===== config.mk =====
export PLATFORM = sky130hd
export DESIGN_NAME = block_checksum_ack_nak_receiver_unit
export DESIGN_NICKNAME = d
export VERILOG_FILES = /design/src/rtl/bcanr_pkg.sv /design/src/rtl/bcanr_engine.sv /design/src/rtl/block_checksum_ack_nak_receiver_unit.sv
export SDC_FILE = /design/constraint.sdc
export NUM_CORES = 1
export LEC_CHECK = 0
export ABC_AREA = 1
export BUFFER_PORTS_ARGS = -buffer_cell sky130_fd_sc_hd__buf_2
export CORE_AREA = 2 2 147 149
export CTS_BUF_LIST = sky130_fd_sc_hd__clkbuf_8
export DETAILED_ROUTE_END_ITERATION = 7
export DIE_AREA = 0 0 149 151
export SYNTH_ARGS = -nofsm -noshare
export SYNTH_HDL_FRONTEND = slang
export SYNTH_SLANG_ARGS = --single-unit

===== constraint.sdc =====
create_clock -name clk_i -period 4 [get_ports clk_i]
set_input_delay 0.8 -clock clk_i [delete_from_list [all_inputs] [get_ports clk_i]]
set_output_delay 0.8 -clock clk_i [all_outputs]
set_load 0.1 [all_outputs]

===== src/rtl/bcanr_pkg.sv =====
// Shared types and constants for the block checksum ACK/NAK receiver.
`timescale 1ns / 1ps
`default_nettype none

package bcanr_pkg;

  // Bytes gathered into one block before the end reply is sent.
  localparam int unsigned BLOCK_BYTES = 128;
  localparam int unsigned BcW = $clog2(BLOCK_BYTES + 1);

  // Field widths.
  localparam int unsigned OpW     = 2;
  localparam int unsigned ByteW   = 8;
  localparam int unsigned OffW    = 16;
  localparam int unsigned StatW   = 2;
  localparam int unsigned CfgIdxW = 2;
  localparam int unsigned CfgW    = 16;
  localparam int unsigned InDataW  = 8;
  localparam int unsigned InUserW  = 2;
  localparam int unsigned OutDataW = 40;
  localparam int unsigned OutUserW = 2;

  // Operation codes of an input request.
  localparam logic [OpW-1:0] OP_BYTE  = 2'd0;
  localparam logic [OpW-1:0] OP_IDLE  = 2'd1;
  localparam logic [OpW-1:0] OP_START = 2'd2;

  // Reply bytes.
  localparam logic [ByteW-1:0] REPLY_END = 8'h0A;
  localparam logic [ByteW-1:0] REPLY_ACK = 8'h06;
  localparam logic [ByteW-1:0] REPLY_NAK = 8'h15;

  // Counter saturation points.
  localparam logic [7:0]      CNT_MAX = 8'hFF;
  localparam logic [OffW-1:0] TOT_MAX = 16'hFFFF;

  // Status codes.
  localparam logic [StatW-1:0] ST_RUNNING  = 2'd0;
  localparam logic [StatW-1:0] ST_COMPLETE = 2'd1;
  localparam logic [StatW-1:0] ST_ERRLIM   = 2'd2;
  localparam logic [StatW-1:0] ST_TOLIM    = 2'd3;

  // Configuration register indexes.
  localparam logic [CfgIdxW-1:0] REG_TRANSFER_SIZE = 2'd0;
  localparam logic [CfgIdxW-1:0] REG_ERROR_LIMIT   = 2'd1;
  localparam logic [CfgIdxW-1:0] REG_TIMEOUT_LIMIT = 2'd2;

  // Configuration register reset values.
  localparam logic [15:0] RST_TRANSFER_SIZE = 16'd0;
  localparam logic [7:0]  RST_ERROR_LIMIT   = 8'd40;
  localparam logic [7:0]  RST_TIMEOUT_LIMIT = 8'd100;

  typedef struct packed {
    logic [15:0] transfer_size;
    logic [7:0]  error_limit;
    logic [7:0]  timeout_limit;
  } cfg_t;

  typedef struct packed {
    logic             mem_write;
    logic [OffW-1:0]  mem_offset;
    logic [ByteW-1:0] mem_data;
    logic             tx_valid;
    logic [ByteW-1:0] tx_byte;
    logic [StatW-1:0] status;
  } result_t;

endpackage

`default_nettype wire


===== src/rtl/bcanr_engine.sv =====
// Receiver state and the per-request update logic.
`timescale 1ns / 1ps
`default_nettype none

module bcanr_engine (
  input  wire logic                         clk_i,
  input  wire logic                         rst_ni,
  input  wire logic                         en_i,
  input  wire logic [bcanr_pkg::OpW-1:0]    op_i,
  input  wire logic [bcanr_pkg::ByteW-1:0]  byte_i,
  input  wire bcanr_pkg::cfg_t              cfg_i,
  output bcanr_pkg::result_t                res_o
);

  logic                          awaiting_q, awaiting_d;
  logic [bcanr_pkg::BcW-1:0]     block_count_q, block_count_d;
  logic [7:0]                    running_sum_q, running_sum_d;
  logic [bcanr_pkg::OffW-1:0]    total_q, total_d;
  logic [7:0]                    error_count_q, error_count_d;
  logic [7:0]                    idle_count_q, idle_count_d;
  logic [bcanr_pkg::StatW-1:0]   finish_q, finish_d;

  // End check: only a running transfer can end, in priority order.
  function automatic logic [bcanr_pkg::StatW-1:0] end_check(
    input logic [bcanr_pkg::StatW-1:0] fc,
    input logic [bcanr_pkg::OffW-1:0]  tot,
    input logic [7:0]                  ec,
    input logic [7:0]                  ic,
    input bcanr_pkg::cfg_t             cfg
  );
    logic [bcanr_pkg::StatW-1:0] r;
    r = fc;
    if (fc == bcanr_pkg::ST_RUNNING) begin
      if (tot >= cfg.transfer_size) begin
        r = bcanr_pkg::ST_COMPLETE;
      end else if (ec >= cfg.error_limit) begin
        r = bcanr_pkg::ST_ERRLIM;
      end else if (ic >= cfg.timeout_limit) begin
        r = bcanr_pkg::ST_TOLIM;
      end
    end
    return r;
  endfunction

  // Next state and result for the request in the input register.
  always_comb begin
    logic [bcanr_pkg::OffW:0]   sum_w;
    logic [bcanr_pkg::BcW-1:0]  bc_inc;
    awaiting_d    = awaiting_q;
    block_count_d = block_count_q;
    running_sum_d = running_sum_q;
    total_d       = total_q;
    error_count_d = error_count_q;
    idle_count_d  = idle_count_q;
    finish_d      = finish_q;
    res_o         = '0;
    sum_w  = {1'b0, total_q} + {{(bcanr_pkg::OffW + 1 - bcanr_pkg::BcW){1'b0}}, block_count_q};
    bc_inc = block_count_q + 1'b1;

    case (op_i)
      bcanr_pkg::OP_START: begin
        awaiting_d    = 1'b0;
        block_count_d = '0;
        running_sum_d = '0;
        total_d       = '0;
        error_count_d = '0;
        idle_count_d  = '0;
        finish_d      = end_check(bcanr_pkg::ST_RUNNING, '0, '0, '0, cfg_i);
      end
      bcanr_pkg::OP_BYTE, bcanr_pkg::OP_IDLE: begin
        finish_d = end_check(finish_q, total_q, error_count_q, idle_count_q, cfg_i);
        if (finish_d == bcanr_pkg::ST_RUNNING) begin
          if (op_i == bcanr_pkg::OP_BYTE) begin
            if (awaiting_q) begin
              // Checksum byte: ACK commits the block, NAK retries it.
              res_o.tx_valid = 1'b1;
              if (byte_i == running_sum_q) begin
                total_d = sum_w[bcanr_pkg::OffW] ? bcanr_pkg::TOT_MAX
                                                 : sum_w[bcanr_pkg::OffW-1:0];
                res_o.tx_byte = bcanr_pkg::REPLY_ACK;
              end else begin
                if (error_count_q < bcanr_pkg::CNT_MAX) begin
                  error_count_d = error_count_q + 8'd1;
                end
                res_o.tx_byte = bcanr_pkg::REPLY_NAK;
              end
              awaiting_d    = 1'b0;
              block_count_d = '0;
              running_sum_d = '0;
            end else begin
              // Payload byte: store it and fold it into the checksum.
              res_o.mem_write  = 1'b1;
              res_o.mem_offset = sum_w[bcanr_pkg::OffW-1:0];
              res_o.mem_data   = byte_i;
              running_sum_d    = running_sum_q + byte_i;
              block_count_d    = bc_inc;
              if (bc_inc >= bcanr_pkg::BcW'(bcanr_pkg::BLOCK_BYTES)) begin
                awaiting_d     = 1'b1;
                res_o.tx_valid = 1'b1;
                res_o.tx_byte  = bcanr_pkg::REPLY_END;
              end
            end
          end else begin
            // Idle window: ends a partial block or counts a timeout.
            if (awaiting_q) begin
              if (idle_count_q < bcanr_pkg::CNT_MAX) begin
                idle_count_d = idle_count_q + 8'd1;
              end
            end else begin
              res_o.tx_valid = 1'b1;
              res_o.tx_byte  = bcanr_pkg::REPLY_END;
              if (block_count_q != '0) begin
                awaiting_d = 1'b1;
              end else if (idle_count_q < bcanr_pkg::CNT_MAX) begin
                idle_count_d = idle_count_q + 8'd1;
              end
            end
          end
          finish_d = end_check(finish_d, total_d, error_count_d, idle_count_d, cfg_i);
        end
      end
      default: begin
      end
    endcase
    res_o.status = finish_d;
  end

  // State registers, updated once per processed request.
  always_ff @(posedge clk_i or negedge rst_ni) begin
    if (!rst_ni) begin
      awaiting_q    <= 1'b0;
      block_count_q <= '0;
      running_sum_q <= '0;
      total_q       <= '0;
      error_count_q <= '0;
      idle_count_q  <= '0;
      finish_q      <= bcanr_pkg::ST_RUNNING;
    end else if (en_i) begin
      awaiting_q    <= awaiting_d;
      block_count_q <= block_count_d;
      running_sum_q <= running_sum_d;
      total_q       <= total_d;
      error_count_q <= error_count_d;
      idle_count_q  <= idle_count_d;
      finish_q      <= finish_d;
    end
  end

  // The block never grows past its size.
  assert property (@(posedge clk_i) disable iff (!rst_ni)
    block_count_q <= bcanr_pkg::BcW'(bcanr_pkg::BLOCK_BYTES))
    else $error("block count beyond block size");

  // Waiting for a checksum means the block holds bytes.
  assert property (@(posedge clk_i) disable iff (!rst_ni)
    awaiting_q |-> (block_count_q != '0))
    else $error("awaiting checksum with an empty block");

  // An ended transfer stays ended until a start.
  assert property (@(posedge clk_i) disable iff (!rst_ni)
    (finish_q != bcanr_pkg::ST_RUNNING && !(en_i && op_i == bcanr_pkg::OP_START))
    |=> $stable(finish_q))
    else $error("ended transfer changed status without a start");

  // An ended transfer neither stores bytes nor replies.
  assert property (@(posedge clk_i) disable iff (!rst_ni)
    (finish_q != bcanr_pkg::ST_RUNNING) |-> (!res_o.mem_write && !res_o.tx_valid))
    else $error("activity after the transfer ended");

endmodule

`default_nettype wire


===== src/rtl/block_checksum_ack_nak_receiver_unit.sv =====
// Top level of the block checksum ACK/NAK receiver: stream ports, config, pipeline.
// Path: an accepted request is held in the input register and its result is
// registered in the output stage (two register stages, input and result).
// Throughput: one request per cycle; the state update is combinational logic in
// the engine, and the pipeline only stalls while the result register is held.
// Reset (rst_ni low, asynchronous): pipeline empty, counters cleared, status running,
// registers at transfer_size 0, error_limit 40, timeout_limit 100.
`timescale 1ns / 1ps
`default_nettype none

module block_checksum_ack_nak_receiver_unit (
  input  wire logic                              clk_i,
  input  wire logic                              rst_ni,
  // Configuration write port.
  input  wire logic                              cfg_we_i,
  input  wire logic [bcanr_pkg::CfgIdxW-1:0]     cfg_index_i,
  input  wire logic [bcanr_pkg::CfgW-1:0]        cfg_wdata_i,
  // Input stream.
  input  wire logic                              s_axis_tvalid,
  output logic                                   s_axis_tready,
  input  wire logic [bcanr_pkg::InDataW-1:0]     s_axis_tdata,  // [7:0] rx_byte
  input  wire logic [bcanr_pkg::InUserW-1:0]     s_axis_tuser,  // [1:0] operation
  // Result stream.
  output logic                                   m_axis_tvalid,
  input  wire logic                              m_axis_tready,
  // [15:0] mem_offset, [23:16] mem_data, [31:24] tx_byte, [33:32] status, rest zero
  output logic [bcanr_pkg::OutDataW-1:0]         m_axis_tdata,
  output logic [bcanr_pkg::OutUserW-1:0]         m_axis_tuser   // [0] mem_write, [1] tx_valid
);

  bcanr_pkg::cfg_t                 cfg_q;
  logic                            in_valid_q;
  logic [bcanr_pkg::OpW-1:0]       in_op_q;
  logic [bcanr_pkg::ByteW-1:0]     in_byte_q;
  logic                            out_valid_q;
  bcanr_pkg::result_t              out_q;
  bcanr_pkg::result_t              res;
  logic                            out_free;
  logic                            advance;

  // Pipeline control: the result slot frees when empty or taken this cycle.
  assign out_free      = !out_valid_q || m_axis_tready;
  assign advance       = in_valid_q && out_free;
  assign s_axis_tready = !in_valid_q || out_free;

  // Configuration registers.
  always_ff @(posedge clk_i or negedge rst_ni) begin
    if (!rst_ni) begin
      cfg_q.transfer_size <= bcanr_pkg::RST_TRANSFER_SIZE;
      cfg_q.error_limit   <= bcanr_pkg::RST_ERROR_LIMIT;
      cfg_q.timeout_limit <= bcanr_pkg::RST_TIMEOUT_LIMIT;
    end else if (cfg_we_i) begin
      case (cfg_index_i)
        bcanr_pkg::REG_TRANSFER_SIZE: cfg_q.transfer_size <= cfg_wdata_i;
        bcanr_pkg::REG_ERROR_LIMIT:   cfg_q.error_limit   <= cfg_wdata_i[7:0];
        bcanr_pkg::REG_TIMEOUT_LIMIT: cfg_q.timeout_limit <= cfg_wdata_i[7:0];
        default: begin
        end
      endcase
    end
  end

  // Input register.
  always_ff @(posedge clk_i or negedge rst_ni) begin
    if (!rst_ni) begin
      in_valid_q <= 1'b0;
    end else if (s_axis_tready) begin
      in_valid_q <= s_axis_tvalid;
    end
  end

  always_ff @(posedge clk_i) begin
    if (s_axis_tready && s_axis_tvalid) begin
      in_op_q   <= s_axis_tuser;
      in_byte_q <= s_axis_tdata;
    end
  end

  bcanr_engine u_engine (
    .clk_i  (clk_i),
    .rst_ni (rst_ni),
    .en_i   (advance),
    .op_i   (in_op_q),
    .byte_i (in_byte_q),
    .cfg_i  (cfg_q),
    .res_o  (res)
  );

  // Result register.
  always_ff @(posedge clk_i or negedge rst_ni) begin
    if (!rst_ni) begin
      out_valid_q <= 1'b0;
    end else if (out_free) begin
      out_valid_q <= in_valid_q;
    end
  end

  always_ff @(posedge clk_i) begin
    if (advance) begin
      out_q <= res;
    end
  end

  // Output packing.
  assign m_axis_tvalid = out_valid_q;
  assign m_axis_tdata  = {6'd0, out_q.status, out_q.tx_byte, out_q.mem_data, out_q.mem_offset};
  assign m_axis_tuser  = {out_q.tx_valid, out_q.mem_write};

endmodule

`default_nettype wire

Yosys cells after proc, flatten, opt, wreduce, memory -nomap -nowiden. Index checks and enable logic that the tools add are counted.

Register bits: 131. Input port bits: 33. Output and inout port bits: 44. Word-level logic and storage cells: 126.

$add $sub $neg: 5. Magnitude comparators: 12. Equal/unequal tests: 7. Mux-type cells: 58. Bitwise operators: 3. Reductions and logical operators: 21.

Operators with widths (number): $mux 8 (20); $mux 16 (7); $pmux 8 s2 (4); $mux 9 (4); $ge 16x16->1 (2); $ge 8x8->1 (4); $pmux 16 s2 (1); $mux 25 (1); $add 8x1->8 const B (3); $mux 2 (12); $add 16x8->17 (1); $ge 1x16->1 const A (1); $ge 1x8->1 const A (2); $lt 8x8->1 const B (2); $add 8x8->8 (1); $eq 8x8->1 (1); $ge 8x8->1 const B (1); $logic_not 2->1 (4); $reduce_and 2->1 (4); $reduce_bool 8->1 (1); $mux 1 (6); $reduce_and 3->1 (2); $mux 5 (1); $eq 2x1->1 const B (2); other kinds (12) (19).

Longest topological paths before layout.
Depth after elaboration: 15. Gate-level depth with buffers: 27. Gate-level depth less buffers: 26.

By module. A second synthesis with hierarchy kept.

Cells, all modules: 1034. Area, all modules: 8644.5 um^2.

Modules (own cells, without submodules): bcanr_engine (times used 1, cells each 828, area an instance 5771.8 um^2, sequential area each 1276.2 um^2); block_checksum_ack_nak_receiver_unit (times used 1, cells each 206, area an instance 2872.8 um^2, sequential area each 2238.4 um^2).

Least setup slack after synthesis. No wires, ideal clock.

Path type: reg-to-reg. Start point: register u_engine.block_count_q[0] (netlist bit). End point: register out_q (netlist bit m_axis_tdata[33]) (data pin). Library setup time: 265 ps. Arrival: 2892 ps. Data required time: 3735 ps. Path slack: 843 ps. Cell stages (with the launch flop): 23. Period minus slack after synthesis: 3157 ps. Cell sequence: dfrtp_1 > ha_1 > inv_1 > fa_1 > o21ai_2 > nand2_1 > nand2_2 > nand2_2 > nor2_1 > nand2_1 > nor2_1 > o21ai_0 > and2_4 > ha_1 > nand4_1 > a21oi_1 > nor2_1 > nand2_1 > nor2_1 > nand3b_1 > nand2_1 > nand2_1 > o211ai_1.

RTL lines: from (decl) (line bcanr_engine.sv:16) `logic [bcanr_pkg::BcW-1:0] block_count_q, block_count_d;`; from (signal assigned) (line bcanr_engine.sv:140) `block_count_q <= block_count_d;`; to (signal assigned) (line block_checksum_ack_nak_receiver_unit.sv:100) `out_q <= res;`; to (decl) (line block_checksum_ack_nak_receiver_unit.sv:36) `bcanr_pkg::result_t out_q;`.

==> results by stage <==
Status:
- The run finished with clean final reports.

Logic synthesis:
- The biggest area contributor in the post-synthesis netlist is sky130_fd_sc_hd__dfrtp_1.
- Counting distinct cell types in the post-synthesis netlist gives 47.
- The share of the Yosys chip area taken by registers is 0.412.
- For this run, the number of Yosys warnings is 0.
- The average instance in the mapped netlist occupies 8.33 um^2.
- In this run the cell area of the synthesized design comes to 8230 um^2.
- The flop and latch count out of synthesis is 127.
- Ranked by total cell area, the synthesized netlist is headed by sky130_fd_sc_hd__dfrtp_1, sky130_fd_sc_hd__edfxtp_1, sky130_fd_sc_hd__ha_1, sky130_fd_sc_hd__nand2_1, sky130_fd_sc_hd__inv_1.
- The post-synthesis cell count is 988.
- The area share of the largest cell type after synthesis is 0.243.

Floorplan:
- For this configuration, the core starts out at a cell density of 0.395.
- The count of boundary I/O pins is 77.
- The x dimension of the die is 149 um.
- The vertical die dimension is 151 um.
- The floorplan step defined a die boundary enclosing 22500 um^2.
- The standard-cell row count is 53.
- The core outline area is 20800 um^2.

Critical path:
- The highest cell delay on the worst timing path is 0.42 ns.
- In this run the register-to-register setup slack is 0.37 ns.
- The endpoint identified for the worst register-to-register timing path is m_axis_tdata[32].
- Measured in cells, the most critical reg-to-reg path has a length of 21.
- The signal on the critical path passes through ha_1 > inv_1 > fa_1 > o21ai_2 > nand2_1 > nand2_2 > nand2_2 > nor2_4 > nand2_2 > nand2_4 > inv_4 > a22oi_1 > ha_1 > nand4_1 > a21oi_1 > nor2_1 > nand2_1 > nor2_1 > nand2_1 > nand2_1 > a22oi_1.
- The endpoint required time on the critical path is 4.20 ns.
- The critical path class is register to register.
- The source of the worst register-to-register timing path is u_engine.block_count_q[0].
- STA classifies the critical path endpoint as a register.
- The most frequent cell on the critical path is sky130_fd_sc_hd__nand2_1.
- For the worst setup path, the data arrival time is 3.83 ns.
- The element type at the critical path start is a register.
- The slowest stage of the critical path is the sky130_fd_sc_hd__fa_1 cell.
- The maximum net fanout on the critical path is 12.

GRT:
- The via count of the first global-routing pass is 6253.
- The total congestion overflow after global routing is 0.
- The largest net degree at the start of global routing is 42.
- In the global route stage, overall resource usage came out at 0.176.
- The first global-routing pass estimated 31100 um of wire.
- The number of antenna violations at the first check in global routing was 0.

STA:
- Derived from the worst setup path, the maximum achievable clock frequency is 0.275 GHz.
- Setup total negative slack on the finished layout was measured at 0 ns.
- Of the available clock period, the critical path in the final layout requires 0.908.
- The transition time at the pin with the least slew margin is 0.865 ns.
- Across the routed clock network, the largest skew measured is 0.0167 ns.
- The total count of hold-check failures in the final report is 0.
- Measured against its own limit, the worst slew margin works out to 0.422.
- Setup repair after global routing left no endpoint under its margin.
- The clock period minus worst slack is 3.63 ns.
- The final number of max-transition violations is 0.
- The total setup violations reported at the end of the flow is 0.

CTS:
- After clock tree synthesis, the flow added hold-fix buffers numbering 0.
- The clock latency of the later-clocked register in the worst-skew pair is 0.45 ns.
- The number of buffers between clock root and the deepest sink is 2.
- The number of buffers created by CTS is 17.
- The count of cells resized by post-cts repair is 0.
- The clock sink count is 127.
- The register clock-pin slew on the reported worst setup and hold paths is 0.08 ns.
- In this run the post-CTS setup repair buffer count came out at 0.
- In this run the number of H-tree levels came out at 4.
- TritonCTS built the clock tree.
- The clock root buffer is sky130_fd_sc_hd__clkbuf_8.

Placement:
- Once detailed placement completed, the half-perimeter wirelength came to 14600 um.
- The number of placed cells counting well taps is 1317.
- Routability-driven placement finished with a final weighted congestion of 0.836.
- Port buffering added 67 buffers.

Routing:
- The mean routed wirelength per cell is 14.0 um.
- The count of nets left with antenna violations once routing finished came out at 0.
- The routed via count is 6538.
- In the routed layout, each cell is associated on average with a via count of 4.85.
- The first-pass iteration count of the detailed router is 5.
- After detailed routing, the number of remaining DRC violations is 0.
- The count of routing violations after the opening detailed-route iteration is 329.
- For this block, the routed nets add up to 18900 um of wire.

Cells and area:
- In the final layout, the share of cells above drive strength 1 is 0.138.
- The growth of design area from synthesis to finish is 11.7%.
- The final standard cell utilization of the core is 0.442.
- The final layout net count is 1179.
- The number of standard cells in the layout, taps in and fillers out is 1349.
- The antenna diode instance count is 0.

Pwr:
- In this run the static leakage power is 4.54 nW.
- The worst supply voltage drop on vdd is 0.000182 V.
- The power density over the cells is 485 nW/um^2.

Hold path:
- The worst hold path belongs to the class input port to asynchronous set/reset pin.

Flow run:
- Across the run, the number of max-cap violations was 0.
-- state kept, by name, indices dropped and copies added, names as in the netlist, 8 cells and up --
name	count
u_engine.idle_count_q	8
u_engine.block_count_q	8
in_byte_q	8
m_axis_tdata	30
cfg_q	32
u_engine.total_q	16
u_engine.running_sum_q	8
u_engine.error_count_q	8
-- synthesized netlist by cell type (all sizes together) --
cell and n:
nand3 31, nand3b 3, o211ai 2, a22oi 12
or2 4, a31oi 3, ha 83, clkbuf 5
o21ai 89, xnor2 5, o21a 5, o21bai 1
nor3 21, dfrtp 80, inv 156, nor3b 3
nand4 11, buf 23, o22ai 11, edfxtp 42
dfstp 5, nor2 79, conb 1, nand2 222
xor2 22, and2 2, fa 2, a21oi 56
nor4 9
-- stage by stage --
step / hold slack, ns / instance area (um^2) / worst slack (ns) / total power, mW
final: 0.344 / 9200 / 0.368 / 4.46
after global routing: 0.371 / 9200 / 0.0664 / 4.78
after CTS: 0.341 / 9190 / 0.391 / 4.51
after detailed placement: 0.486 / 8800 / 0.432 / 3.39
after global placement: 0.476 / 8800 / 0.462 / 3.38
after floorplan: 0.453 / 8260 / 0.843 / 3.01
-- where the power goes --
part | switching [mW] | internal [mW] | total (mW)
combinational | 1.20 | 0.452 | 1.66
clock | 0.493 | 0.604 | 1.10
sequential | 0.146 | 1.56 | 1.71
total | 1.84 | 2.62 | 4.46
-- layout by cell type, fill, tap and decap left out, types with 8 or more instances in the layout --
master,netlist,layout
sky130_fd_sc_hd__o21ai_1,14,14
sky130_fd_sc_hd__inv_1,148,153
sky130_fd_sc_hd__clkbuf_8,0,21
sky130_fd_sc_hd__conb_1,1,9
sky130_fd_sc_hd__nor4_1,8,8
sky130_fd_sc_hd__nor2_1,71,70
sky130_fd_sc_hd__o21ai_0,74,74
sky130_fd_sc_hd__nand4_1,10,10
sky130_fd_sc_hd__edfxtp_1,42,42
sky130_fd_sc_hd__buf_4,15,8
sky130_fd_sc_hd__ha_1,83,83
sky130_fd_sc_hd__dfrtp_1,80,80
sky130_fd_sc_hd__nor3_1,21,21
sky130_fd_sc_hd__buf_2,5,66
sky130_fd_sc_hd__nand2_1,216,216
sky130_fd_sc_hd__a21oi_1,55,55
sky130_fd_sc_hd__nand3_1,31,31
sky130_fd_sc_hd__o22ai_1,11,11
sky130_fd_sc_hd__xor2_1,22,22
-- worst max path at each step --
stage | start | end | slack [ns] | depth (start not counted)
global placement | u_engine.block_count_q[0] | m_axis_tdata[32] | 0.46 | 21
finish | u_engine.block_count_q[0] | m_axis_tdata[32] | 0.37 | 21
CTS | u_engine.block_count_q[0] | m_axis_tdata[33] | 0.39 | 22
floorplan | u_engine.block_count_q[0] | m_axis_tdata[33] | 0.84 | 22
global route | u_engine.block_count_q[0] | u_engine.finish_q[1] | 0.07 | 24
detailed placement | u_engine.block_count_q[0] | m_axis_tdata[32] | 0.43 | 21
-- per-layer routing --
layer | track usage | up-vias | wire, um
li1 | - | 3392 | -
met1 | 0.232 | 3018 | 8990
met2 | 0.294 | 102 | 8900
met3 | 0.0244 | 26 | 587
met4 | 0.0676 | 0 | 386
met5 | 0 | - | 0
-- kinds of logic after synthesis --
family                   after synthesis  share of synthesized area
XOR/XNOR                              27                     0.0287
AND/OR/NAND/NOR                      385                      0.204
adder cells (fa/ha/maj)               85                      0.131
AO/OA/AOI/OAI                        179                      0.128
buffers and inverters                184                     0.0947
other                                  1                   0.000456
flip-flops                           127                      0.412
-- cell type report --
cell class / instances / area (um^2)
clock buffers: 21 / 289
clock inverters: 11 / 98.8
fillers: 2081 / 11600
inverters: 156 / 588
multi-input cells: 685 / 4090
flip-flops and latches: 127 / 3390
well taps: 275 / 344
repair buffers: 74 / 390
-- critical path: cells and delay by family (launching register included) --
kind,cells,cell delay [ns]
adders and majority gates,3,0.90
AOI/OAI and AO/OA,4,0.65
DFF,1,0.40
buffers and inverters,2,0.17
and+or+nand+nor,12,1.28
No activity file was read; power rests on OpenSTA's default activity.
